$ cat src/design/kwlex_pkg.sv
`timescale 1ns / 1ps

package kwlex_pkg;

   localparam int MAX_LINE_LENGTH = 1024;
   localparam int COL_CAP_INT     = (MAX_LINE_LENGTH - 1 < 1023) ? MAX_LINE_LENGTH - 1 : 1023;
   localparam logic [9:0]  COL_CAP  = 10'(COL_CAP_INT);
   localparam logic [9:0]  LEN_MAX  = 10'h3FF;
   localparam logic [15:0] LINE_MAX = 16'hFFFF;

   localparam int FIFO_DEPTH = 4;
   localparam int FIFO_PTR_W = $clog2(FIFO_DEPTH);
   localparam int FIFO_CNT_W = FIFO_PTR_W + 1;

   localparam logic [4:0] KIND_END    = 5'd0;
   localparam logic [4:0] KIND_SEMI   = 5'd1;
   localparam logic [4:0] KIND_PLUS   = 5'd2;
   localparam logic [4:0] KIND_MINUS  = 5'd3;
   localparam logic [4:0] KIND_STAR   = 5'd4;
   localparam logic [4:0] KIND_SLASH  = 5'd5;
   localparam logic [4:0] KIND_LPAREN = 5'd6;
   localparam logic [4:0] KIND_RPAREN = 5'd7;
   localparam logic [4:0] KIND_LESS   = 5'd8;
   localparam logic [4:0] KIND_GREAT  = 5'd9;
   localparam logic [4:0] KIND_EQUAL  = 5'd10;
   localparam logic [4:0] KIND_ASSIGN = 5'd11;
   localparam logic [4:0] KIND_IF     = 5'd12;
   localparam logic [4:0] KIND_THEN   = 5'd13;
   localparam logic [4:0] KIND_WHILE  = 5'd14;
   localparam logic [4:0] KIND_DO     = 5'd15;
   localparam logic [4:0] KIND_BEGIN  = 5'd16;
   localparam logic [4:0] KIND_ENDKW  = 5'd17;
   localparam logic [4:0] KIND_IDENT  = 5'd18;
   localparam logic [4:0] KIND_NUMBER = 5'd19;
   localparam logic [4:0] KIND_ERROR  = 5'd20;

   localparam logic [7:0] CH_TAB    = 8'h09;
   localparam logic [7:0] CH_LF     = 8'h0A;
   localparam logic [7:0] CH_SPACE  = 8'h20;
   localparam logic [7:0] CH_LPAREN = 8'h28;
   localparam logic [7:0] CH_RPAREN = 8'h29;
   localparam logic [7:0] CH_STAR   = 8'h2A;
   localparam logic [7:0] CH_PLUS   = 8'h2B;
   localparam logic [7:0] CH_MINUS  = 8'h2D;
   localparam logic [7:0] CH_SLASH  = 8'h2F;
   localparam logic [7:0] CH_0      = 8'h30;
   localparam logic [7:0] CH_9      = 8'h39;
   localparam logic [7:0] CH_COLON  = 8'h3A;
   localparam logic [7:0] CH_SEMI   = 8'h3B;
   localparam logic [7:0] CH_LESS   = 8'h3C;
   localparam logic [7:0] CH_EQUAL  = 8'h3D;
   localparam logic [7:0] CH_GREAT  = 8'h3E;
   localparam logic [7:0] CH_UP_A   = 8'h41;
   localparam logic [7:0] CH_UP_Z   = 8'h5A;
   localparam logic [7:0] CH_LO_A   = 8'h61;
   localparam logic [7:0] CH_LO_Z   = 8'h7A;

   typedef enum logic [3:0] {
      PEND_NONE  = 4'b0001,
      PEND_IDENT = 4'b0010,
      PEND_NUM   = 4'b0100,
      PEND_COLON = 4'b1000
   } pend_type;

   typedef struct packed {
      logic        last;
      logic [9:0]  column;
      logic [15:0] line;
      logic [9:0]  length;
      logic [4:0]  kind;
   } token_type;

   typedef struct packed {
      logic [1:0] count;
      token_type  first;
      token_type  second;
   } push_type;

   function automatic logic is_letter(input logic [7:0] c);
      return (c >= CH_LO_A && c <= CH_LO_Z) || (c >= CH_UP_A && c <= CH_UP_Z);
   endfunction

   function automatic logic is_digit(input logic [7:0] c);
      return c >= CH_0 && c <= CH_9;
   endfunction

   function automatic logic [4:0] op_kind(input logic [7:0] c);
      logic [4:0] k;
      case (c)
         CH_SEMI:   k = KIND_SEMI;
         CH_PLUS:   k = KIND_PLUS;
         CH_MINUS:  k = KIND_MINUS;
         CH_STAR:   k = KIND_STAR;
         CH_SLASH:  k = KIND_SLASH;
         CH_LPAREN: k = KIND_LPAREN;
         CH_RPAREN: k = KIND_RPAREN;
         CH_LESS:   k = KIND_LESS;
         CH_GREAT:  k = KIND_GREAT;
         CH_EQUAL:  k = KIND_EQUAL;
         default:   k = KIND_END;
      endcase
      return k;
   endfunction

   // Keyword prefix tree: each keyword owns a run of nodes, one per character matched.
   function automatic logic [4:0] kw_start(input logic [7:0] c);
      logic [4:0] n;
      case (c)
         8'h69:   n = 5'd1;
         8'h74:   n = 5'd3;
         8'h77:   n = 5'd7;
         8'h64:   n = 5'd12;
         8'h62:   n = 5'd14;
         8'h65:   n = 5'd19;
         default: n = 5'd0;
      endcase
      return n;
   endfunction

   // Character that extends the prefix at this node; zero where no extension exists.
   function automatic logic [7:0] kw_expect(input logic [4:0] node);
      logic [7:0] c;
      case (node)
         5'd1:    c = 8'h66;
         5'd3:    c = 8'h68;
         5'd4:    c = 8'h65;
         5'd5:    c = 8'h6E;
         5'd7:    c = 8'h68;
         5'd8:    c = 8'h69;
         5'd9:    c = 8'h6C;
         5'd10:   c = 8'h65;
         5'd12:   c = 8'h6F;
         5'd14:   c = 8'h65;
         5'd15:   c = 8'h67;
         5'd16:   c = 8'h69;
         5'd17:   c = 8'h6E;
         5'd19:   c = 8'h6E;
         5'd20:   c = 8'h64;
         default: c = 8'h00;
      endcase
      return c;
   endfunction

   function automatic logic [4:0] kw_next(input logic [4:0] node, input logic [7:0] c);
      logic [7:0] e;
      e = kw_expect(node);
      return (e != 8'h00 && c == e) ? node + 5'd1 : 5'd0;
   endfunction

   function automatic logic [4:0] id_kind(input logic [4:0] node);
      logic [4:0] k;
      case (node)
         5'd2:    k = KIND_IF;
         5'd6:    k = KIND_THEN;
         5'd11:   k = KIND_WHILE;
         5'd13:   k = KIND_DO;
         5'd18:   k = KIND_BEGIN;
         5'd21:   k = KIND_ENDKW;
         default: k = KIND_IDENT;
      endcase
      return k;
   endfunction

endpackage

$ cat src/design/kwlex_rsp_fifo.sv
`timescale 1ns / 1ps

module kwlex_rsp_fifo (
   input  logic                 clock,
   input  logic                 reset,
   input  kwlex_pkg::push_type  push,
   output logic                 room,
   output logic                 rsp_valid,
   input  logic                 rsp_ready,
   output kwlex_pkg::token_type rsp_token
);

   kwlex_pkg::token_type                  entry_ff [kwlex_pkg::FIFO_DEPTH];
   logic [kwlex_pkg::FIFO_PTR_W-1:0]      wr_ptr_ff, wr_ptr_in;
   logic [kwlex_pkg::FIFO_PTR_W-1:0]      rd_ptr_ff, rd_ptr_in;
   logic [kwlex_pkg::FIFO_CNT_W-1:0]      count_ff, count_in;
   logic [kwlex_pkg::FIFO_PTR_W-1:0]      wr_ptr_next;
   logic                                  pop;

   assign pop         = rsp_valid && rsp_ready;
   assign rsp_valid   = count_ff != '0;
   assign rsp_token   = entry_ff[rd_ptr_ff];
   assign room        = count_ff <= kwlex_pkg::FIFO_CNT_W'(kwlex_pkg::FIFO_DEPTH - 2);
   assign wr_ptr_next = wr_ptr_ff + kwlex_pkg::FIFO_PTR_W'(1);

   always_comb begin
      wr_ptr_in = wr_ptr_ff + kwlex_pkg::FIFO_PTR_W'(push.count);
      rd_ptr_in = rd_ptr_ff + kwlex_pkg::FIFO_PTR_W'(pop);
      count_in  = count_ff + kwlex_pkg::FIFO_CNT_W'(push.count)
                  - kwlex_pkg::FIFO_CNT_W'(pop);
   end

   always_ff @(posedge clock) begin
      if (reset) begin
         wr_ptr_ff <= '0;
         rd_ptr_ff <= '0;
         count_ff  <= '0;
      end else begin
         wr_ptr_ff <= wr_ptr_in;
         rd_ptr_ff <= rd_ptr_in;
         count_ff  <= count_in;
      end
   end

   always_ff @(posedge clock) begin
      if (push.count != 2'd0) begin
         entry_ff[wr_ptr_ff] <= push.first;
      end
      if (push.count == 2'd2) begin
         entry_ff[wr_ptr_next] <= push.second;
      end
   end

`ifndef ASSERT_OFF
   a_no_overflow: assert property (@(posedge clock) disable iff (reset)
      count_ff <= kwlex_pkg::FIFO_CNT_W'(kwlex_pkg::FIFO_DEPTH))
      else $error("response queue holds more beats than its depth");

   a_pop_drains: assert property (@(posedge clock) disable iff (reset)
      (pop && push.count == 2'd0) |=> count_ff == $past(count_ff) - 1'b1)
      else $error("response queue count did not drop after a beat left");

   a_push_has_room: assert property (@(posedge clock) disable iff (reset)
      (push.count != 2'd0) |-> room)
      else $error("response queue took beats without room for them");
`endif

endmodule

$ cat src/design/keyword_token_lexer.sv
`timescale 1ns / 1ps

// A byte beat is registered at the input; its token beats leave through the token queue.
// Throughput: one byte beat per cycle while the queue has room; a byte that closes a
// pending token and makes one of its own gives two token beats, and the four-entry token
// queue paces the input then. Reset (synchronous) clears the pending token, the queue,
// sets the line count to one and the column to zero.
module keyword_token_lexer (
   input  logic        clock,
   input  logic        reset,
   input  logic        req_tvalid,
   output logic        req_tready,
   input  logic [7:0]  req_tdata,  // text_byte
   input  logic        req_tlast,  // end_mark
   output logic        rsp_tvalid,
   input  logic        rsp_tready,
   output logic [47:0] rsp_tdata,  // token_kind, token_length, line_number, start_column
   output logic        rsp_tlast   // last_of_run
);

   logic                 in_valid_ff, in_valid_in;
   logic [7:0]           in_byte_ff;
   logic                 in_end_ff;
   kwlex_pkg::pend_type  class_ff, class_in;
   logic [4:0]           node_ff, node_in;
   logic [9:0]           len_ff, len_in;
   logic [9:0]           start_ff, start_in;
   logic [9:0]           col_ff, col_in;
   logic [15:0]          line_ff, line_in;

   logic                 room;
   logic                 fire;
   kwlex_pkg::push_type  push;
   kwlex_pkg::token_type pend_tok, byte_tok, head;
   logic                 pend_valid, pend_emit, byte_valid;
   logic [9:0]           col_inc, len_inc;
   logic [4:0]           op;

   assign fire        = in_valid_ff && room;
   assign req_tready  = !in_valid_ff || fire;
   assign in_valid_in = req_tvalid ? 1'b1 : (in_valid_ff && !fire);

   always_ff @(posedge clock) begin
      if (reset) begin
         in_valid_ff <= 1'b0;
      end else begin
         in_valid_ff <= in_valid_in;
      end
   end

   always_ff @(posedge clock) begin
      if (req_tvalid && req_tready) begin
         in_byte_ff <= req_tdata;
         in_end_ff  <= req_tlast;
      end
   end

   assign col_inc = (col_ff < kwlex_pkg::COL_CAP) ? col_ff + 10'd1 : col_ff;
   assign len_inc = (len_ff < kwlex_pkg::LEN_MAX) ? len_ff + 10'd1 : len_ff;
   assign op      = kwlex_pkg::op_kind(in_byte_ff);

   always_comb begin
      pend_tok        = '0;
      pend_tok.line   = line_ff;
      pend_tok.column = start_ff;
      pend_tok.length = len_ff;
      pend_valid      = 1'b1;
      unique case (class_ff)
         kwlex_pkg::PEND_IDENT: pend_tok.kind = kwlex_pkg::id_kind(node_ff);
         kwlex_pkg::PEND_NUM:   pend_tok.kind = kwlex_pkg::KIND_NUMBER;
         kwlex_pkg::PEND_COLON: begin
            pend_tok.kind   = kwlex_pkg::KIND_ERROR;
            pend_tok.length = 10'd1;
         end
         default: pend_valid = 1'b0;
      endcase
   end

   always_comb begin
      class_in    = class_ff;
      node_in     = node_ff;
      len_in      = len_ff;
      start_in    = start_ff;
      col_in      = col_ff;
      line_in     = line_ff;
      byte_tok    = '0;
      byte_tok.line   = line_ff;
      byte_tok.column = col_ff;
      byte_tok.length = 10'd1;
      byte_valid  = 1'b0;
      pend_emit   = pend_valid;
      push        = '0;

      if (in_end_ff) begin
         byte_tok.kind   = kwlex_pkg::KIND_END;
         byte_tok.length = 10'd0;
         byte_valid      = 1'b1;
         class_in        = kwlex_pkg::PEND_NONE;
         node_in         = 5'd0;
         len_in          = 10'd0;
      end else if (class_ff == kwlex_pkg::PEND_IDENT &&
                   (kwlex_pkg::is_letter(in_byte_ff) || kwlex_pkg::is_digit(in_byte_ff))) begin
         node_in    = kwlex_pkg::kw_next(node_ff, in_byte_ff);
         len_in     = len_inc;
         col_in     = col_inc;
         pend_emit  = 1'b0;
      end else if (class_ff == kwlex_pkg::PEND_NUM && kwlex_pkg::is_digit(in_byte_ff)) begin
         len_in     = len_inc;
         col_in     = col_inc;
         pend_emit  = 1'b0;
      end else if (class_ff == kwlex_pkg::PEND_COLON && in_byte_ff == kwlex_pkg::CH_EQUAL) begin
         byte_tok.kind   = kwlex_pkg::KIND_ASSIGN;
         byte_tok.length = 10'd2;
         byte_tok.column = start_ff;
         byte_valid      = 1'b1;
         pend_emit       = 1'b0;
         class_in        = kwlex_pkg::PEND_NONE;
         len_in          = 10'd0;
         col_in          = col_inc;
      end else begin
         class_in = kwlex_pkg::PEND_NONE;
         node_in  = 5'd0;
         len_in   = 10'd0;
         if (in_byte_ff == kwlex_pkg::CH_LF) begin
            line_in = (line_ff != kwlex_pkg::LINE_MAX) ? line_ff + 16'd1 : line_ff;
            col_in  = 10'd0;
         end else begin
            col_in = col_inc;
            if (in_byte_ff == kwlex_pkg::CH_SPACE || in_byte_ff == kwlex_pkg::CH_TAB) begin
               byte_valid = 1'b0;
            end else if (op != kwlex_pkg::KIND_END) begin
               byte_tok.kind = op;
               byte_valid    = 1'b1;
            end else if (in_byte_ff == kwlex_pkg::CH_COLON) begin
               class_in = kwlex_pkg::PEND_COLON;
               len_in   = 10'd1;
               start_in = col_ff;
            end else if (kwlex_pkg::is_letter(in_byte_ff)) begin
               class_in = kwlex_pkg::PEND_IDENT;
               len_in   = 10'd1;
               start_in = col_ff;
               node_in  = kwlex_pkg::kw_start(in_byte_ff);
            end else if (kwlex_pkg::is_digit(in_byte_ff)) begin
               class_in = kwlex_pkg::PEND_NUM;
               len_in   = 10'd1;
               start_in = col_ff;
            end else begin
               byte_tok.kind = kwlex_pkg::KIND_ERROR;
               byte_valid    = 1'b1;
            end
         end
      end

      byte_tok.last = 1'b1;
      if (pend_emit && byte_valid) begin
         push.count  = 2'd2;
         push.first  = pend_tok;
         push.second = byte_tok;
      end else if (pend_emit) begin
         push.count      = 2'd1;
         push.first      = pend_tok;
         push.first.last = 1'b1;
      end else if (byte_valid) begin
         push.count = 2'd1;
         push.first = byte_tok;
      end

      if (!fire) begin
         push.count = 2'd0;
      end
   end

   always_ff @(posedge clock) begin
      if (reset) begin
         class_ff <= kwlex_pkg::PEND_NONE;
         node_ff  <= 5'd0;
         len_ff   <= 10'd0;
         start_ff <= 10'd0;
         col_ff   <= 10'd0;
         line_ff  <= 16'd1;
      end else if (fire) begin
         class_ff <= class_in;
         node_ff  <= node_in;
         len_ff   <= len_in;
         start_ff <= start_in;
         col_ff   <= col_in;
         line_ff  <= line_in;
      end
   end

   kwlex_rsp_fifo u_rsp_fifo (
      .clock     (clock),
      .reset     (reset),
      .push      (push),
      .room      (room),
      .rsp_valid (rsp_tvalid),
      .rsp_ready (rsp_tready),
      .rsp_token (head)
   );

   assign rsp_tdata = {7'd0, head.column, head.line, head.length, head.kind};
   assign rsp_tlast = head.last;

`ifndef ASSERT_OFF
   a_end_closes_run: assert property (@(posedge clock) disable iff (reset)
      (fire && in_end_ff) |->
         ((push.count == 2'd1 && push.first.kind == kwlex_pkg::KIND_END) ||
          (push.count == 2'd2 && push.second.kind == kwlex_pkg::KIND_END)))
      else $error("end of input did not finish with an end token");

   a_newline_counts: assert property (@(posedge clock) disable iff (reset)
      (fire && !in_end_ff && in_byte_ff == kwlex_pkg::CH_LF &&
       line_ff != kwlex_pkg::LINE_MAX) |=> line_ff == $past(line_ff) + 16'd1)
      else $error("newline beat did not advance the line count");

   a_rsp_held: assert property (@(posedge clock) disable iff (reset)
      (rsp_tvalid && !rsp_tready) |=>
         (rsp_tvalid && $stable(rsp_tdata) && $stable(rsp_tlast)))
      else $error("token beat changed while it waited");
`endif

endmodule
$ cat config.mk
export PLATFORM = sky130hd
export DESIGN_NAME = keyword_token_lexer
export DESIGN_NICKNAME = d
export VERILOG_FILES = /design/src/design/kwlex_pkg.sv /design/src/design/kwlex_rsp_fifo.sv /design/src/design/keyword_token_lexer.sv
export SDC_FILE = /design/constraint.sdc
export NUM_CORES = 1
export LEC_CHECK = 0
export BUFFER_PORTS_ARGS = -buffer_cell sky130_fd_sc_hd__buf_2
export CORE_ASPECT_RATIO = 1.1
export CORE_MARGIN = 2
export CORE_UTILIZATION = 30
export CTS_CLUSTER_DIAMETER = 80
export DETAILED_ROUTE_END_ITERATION = 10
export PLACE_DENSITY = 0.51
export SLEW_MARGIN = 10
export SYNTH_ARGS = -nofsm -noshare
export SYNTH_HDL_FRONTEND = slang
export SYNTH_SLANG_ARGS = --single-unit
$ cat constraint.sdc
create_clock -name clock -period 10.05 [get_ports clock]
set_clock_uncertainty 0.2 [all_clocks]
set_input_delay 0 -clock clock [delete_from_list [all_inputs] [get_ports clock]]
set_output_delay 0 -clock clock [all_outputs]
set_load 0.02 [all_outputs]
After elaboration in Yosys (flattened, before gate mapping)
Memories as Yosys holds them, arrays and structs flattened. A register that Yosys moved wholly into a read port is not among the register bits.
Index checks and enable logic that the tools add are counted.
Operators by class
  bitwise gates (word level): 7
  mux-type cells: 89
  add/sub/neg operators: 9
  reduce and logical (&&, ||, !) cells: 29
  $lt $le $gt $ge: 9
  equal/unequal tests: 36
Operators with widths (count)
  $mux 10: 17
  $eq 8x6->1 const B: 12
  $mux 5: 19
  $mux 43: 2
  $pmux 5 s6: 2
  $eq 8x7->1 const B: 6
  $mux 44: 1
  $mux 42: 1
  $pmux 4 s10: 1
  $mux 4: 8
  $mux 1: 27
  $mux 7: 3
  $add 10x1->10 const B: 2
  $lt 10x10->1 const B: 2
  $add 16x1->16 const B: 1
  $eq 8x4->1 const B: 2
  $ge 8x7->1 const B: 2
  $le 8x7->1 const B: 2
  $mux 8: 2
  $ne 16x16->1 const B: 1
  $pmux 5 s3: 1
  $logic_and 1x1->1: 12
  $eq 5x4->1 const B: 2
  $eq 5x5->1 const B: 2
  32 further kinds: 49
Storage, ports and cells
  memories: 2
  input bits: 13
  bits in writable memories: 168
  logic and storage cells: 193
  register bits: 72
  ROM bits: 192
  output and inout port bits: 51
Memory list
  (no name shown): words 32, bits a word 6, read ports 1, clocked after memory_dff 1, wr ports 0, RTL line kwlex_pkg.sv:123  | case (node)
  u_rsp_fifo.entry_ff: words 4, bits a word 42, read ports 1, clocked after memory_dff 1, wr ports 2, RTL line kwlex_rsp_fifo.sv:13  | kwlex_pkg::token_type entry_ff [kwlex_pkg::FIFO_DEPTH];

Depth between registers and ports, before layout
  word-level depth: 19
  mapped depth: 17
  gate-level depth less buffers: 13

By module
Synthesis repeated with hierarchy kept, for this count alone.
Second synthesis, totals
  cell total of the unflattened synthesis: 1105
  area, all modules: 13570.5 um^2
By module, submodules not included
  kwlex_rsp_fifo: cells each 453, seq. area each 5185.0 um^2, area each 8594.5 um^2, instances 1
  keyword_token_lexer: cells each 652, seq. area each 1491.4 um^2, area each 4976.0 um^2, instances 1

Worst setup path after synthesis
OpenSTA, ideal clock, no wires.
  path kind: reg-to-reg
  start: register in_byte_ff[1]
  end: memory u_rsp_fifo.entry_ff[0][0] (netlist name) (enable)
  slack: 5611 ps
  data arrival time: 3851 ps
  library setup time: 389 ps
  clock period less this slack: 4439 ps
  buffers on the path: 3
  stages on the path, launching flop included: 15
  data required time: 9461 ps
  path through: edfxtp_1 buf_4 or2_1 o41ai_4 o32ai_2 o21bai_1 and2_1 ha_1 clkbuf_1 nand2_1 nor2_1 nand3_1 and2_1 clkbuf_1 inv_1
RTL lines
  start: declaration: RTL line keyword_token_lexer.sv:22  | logic [7:0] in_byte_ff;
  start signal: assignment: RTL line keyword_token_lexer.sv:53  | in_byte_ff <= req_tdata;
  end: declaration: RTL line kwlex_rsp_fifo.sv:13

==> results.ini <==
[detailed_routing]
ant_nets = 0
wl_per_cell_um = 18.15
drtPass1Iterations = 5
drt_wl_total_mm = 28.88
drt_iter0_drc = 596
drc_errors = 0
vias_per_cell = 5.045
vias = 8026

[logic_synthesis]
synth_ff_type = edfxtp_1
ys_warn_count = 0
ys_seq_area_share_pct = 52.70
ys_types = 89
synth-edff-count = 145
synth-seq-cells = 245
async_flop_share_pct = 0
synth_area_um2 = 12060
netlist_instances = 1011
avgSynthCellArea_um2 = 11.93

[finish]
layout-drive-gt1-share_pct = 17.16
syn_to_final_growth_pct = 14.10
fillers = 4005
instances_no_fill = 1591
antenna_cells = 0
nets = 1090
stdcell_area_um2 = 13760

[clocking]
cts_resized = 0
cts.htree.levels = 1
clkSinkCount = 245
cts_buffers = 26
clockRootBuffer = clkbuf_16
clockBufferDepth = 3
path_clk_slew_ns = 0.06
cts_tree = built
post-cts-setup-buffers = 0
clock_latency_ns = 0.52

[grt]
grt_max_degree = 46
first_global_vias = 8040
track_usage_pct = 13.74
antenna_found_initial = 0
grt_pass1_wl_mm = 45.76
grt-ovfl-total = 0

[critical_path]
worst_path_max_delay_cell = edfxtp_1
cp.required_ns = 10.01
crit_buf_inv = 2
slowest_delay_ns = 0.65
crit_top_cell = nand2_1
cp.arrival_ns = 4.85
crit_path_end_kind = flip-flop
start_kind = flip-flop
path_cells = or2_1 -> o41a_1 -> o21ai_1 -> nand2_1 -> nand2_1 -> ha_1 -> nand2_1 -> nor2_1 -> nand3_1 -> and2_1 -> inv_1 -> buf_4
worst-path-max-fanout = 34
cp_top_family = simple AND/OR/NAND/NOR gates
crit_type = reg -> reg

[sta]
setup_ws_ns = 5.157
setup_viol = 0
hold_ws_ns = 0.02023
relSlewSlack_pct = 27.68
maxSlewViolCount = 0
timing.fmax_mhz = 204.4
finalHoldViolCount = 0
fin_crit_sh_pct = 48.68
grt_setup_unrepaired = false
worst_slew_pin_slew_ns = 1.085
min_period_ns = 4.893
fin_setup_tns_ns = 0

[floorplanning]
die-area_um2 = 41830
rows = 77
core_area_um2 = 39890
fp.dieW_um = 195.2
die_h_um = 214.3
ios = 64
initial_core_util_pct = 30.24

[pwr]
p_leak_nw = 4.661
peakVddDrop_uv = 114.1
power-per-cell-area_nw_per_um2 = 187.2

[placement]
post-place-ws_ns = 5.212
dp_cells = 1521
dp_hpwl_mm = 19.28
place_area_um2 = 12720
gp_congestion = 0.8482
io_buffers = 56

[status]
status = finished, final reports clean

[worst_hold_path]
hold_class = in -> reg

[run]
drv_cap = 0

-- cells in the mapped netlist (all sizes together) (11+ instances only) --
cell / instances / area (um2)
a21oi: 22 / 121.4
a22o: 72 / 630.6
and2: 76 / 475.5
and3: 11 / 73.82
buf: 31 / 197.7
clkbuf: 41 / 153.9
dfxtp: 100 / 2002
edfxtp: 145 / 4354
ha: 18 / 225.2
inv: 25 / 93.84
mux2i: 19 / 190.2
mux4: 42 / 945.9
nand2: 51 / 198.9
nand3: 30 / 150.1
nor2: 88 / 360.3
nor2b: 11 / 68.82
nor3: 15 / 91.34
o21ai: 18 / 93.84
o22ai: 38 / 262.8
xnor2: 17 / 148.9
xor2: 19 / 166.4
-- layer usage --
metal	wire, um	global-route usage [%]
met1	12810	17.41
met2	14490	24.63
met3	1038	1.777
met4	537	3.613
met5	0	0
-- path summary, 6_finish.rpt --
check	slack, ns	cells past startpoint	endpoint	startpoint
setup / recovery	5.16	12	u_rsp_fifo.entry_ff[0][31]	in_byte_ff[2]
hold / removal	0.02	2	in_byte_ff[3]	req_tdata[3]
setup reg to reg	5.16	12	u_rsp_fifo.entry_ff[0][31]	in_byte_ff[2]
hold reg to reg	0.28	1	u_rsp_fifo.entry_ff[1][9]	u_rsp_fifo.entry_ff[1][9]
-- logic make-up (layout without fill, tap and decap cells) --
kind of cell    count (synthesis)  count (layout)  share of synthesized area (%)
simple gates                  346             346                          15.79
flops                         245             245                          52.70
compound gates                200             200                          13.17
buf+inv                        97             158                          3.693
mux                            66              66                          9.886
xor+xnor                       36              36                          2.614
fa+ha+maj                      20              20                          2.116
other cells                     1               7                        0.03109
-- cells in the final DEF (no fill, tap or decap), drive strengths merged, types with 18 or more instances in the layout --
cell type,synthesis,routed
edfxtp,145,145
ha,18,18
nor2,88,88
dfxtp,100,100
xor2,19,19
nand2,51,51
a21oi,22,22
inv,25,25
o22ai,38,38
clkbuf,41,43
and2,76,76
buf,31,63
o21ai,18,18
mux2i,19,19
mux4,42,42
dlygate4sd3,0,22
a22o,72,72
nand3,30,30
-- per-stage QoR --
step                      util [%]  power [W]
final                        34.50   0.002577
after global routing         34.50   0.002690
after CTS                    34.50   0.002615
after detailed placement     31.88   0.001667
after global placement       31.88   0.001665
after floorplan                  -   0.001524
-- registers in the layout (all words and copies together) (netlist names), 2 cells and up, named ones only --
signal / cells
u_rsp_fifo.wr_ptr_ff: 2
line_ff: 16
len_ff: 10
start_ff: 10
u_rsp_fifo.count_ff: 3
node_ff: 5
col_ff: 10
u_rsp_fifo.rd_ptr_ff: 2
in_byte_ff: 8
u_rsp_fifo.entry_ff: 168
class_ff: 4
-- layout make-up --
type | instances | area [um2] | area share [%]
Inverter | 25 | 93.84 | 0.6819
Sequential cell | 245 | 6361 | 46.22
Clock buffer | 43 | 745.7 | 5.419
Clock inverter | 5 | 78.83 | 0.5728
Timing Repair Buffer | 85 | 553.0 | 4.019
Tap cell | 513 | 641.9 | 4.664
Multi-Input combinational cell | 675 | 5288 | 38.42
-- power breakdown --
part | internal, W | switching [W] | leakage (nW)
registers | 0.00110 | 0.0000786 | 2.12
clock network | 0.000555 | 0.000377 | 0.398
logic | 0.000205 | 0.000257 | 2.14
total | 0.00186 | 0.000712 | 4.66
-- timing repair --
action,4_1_cts,5_1_grt
setup endpoints to repair,0,0
hold buffers,22,0
endpoints found under the hold margin,54,0
Note: power is estimated with default switching activity, not from simulation.
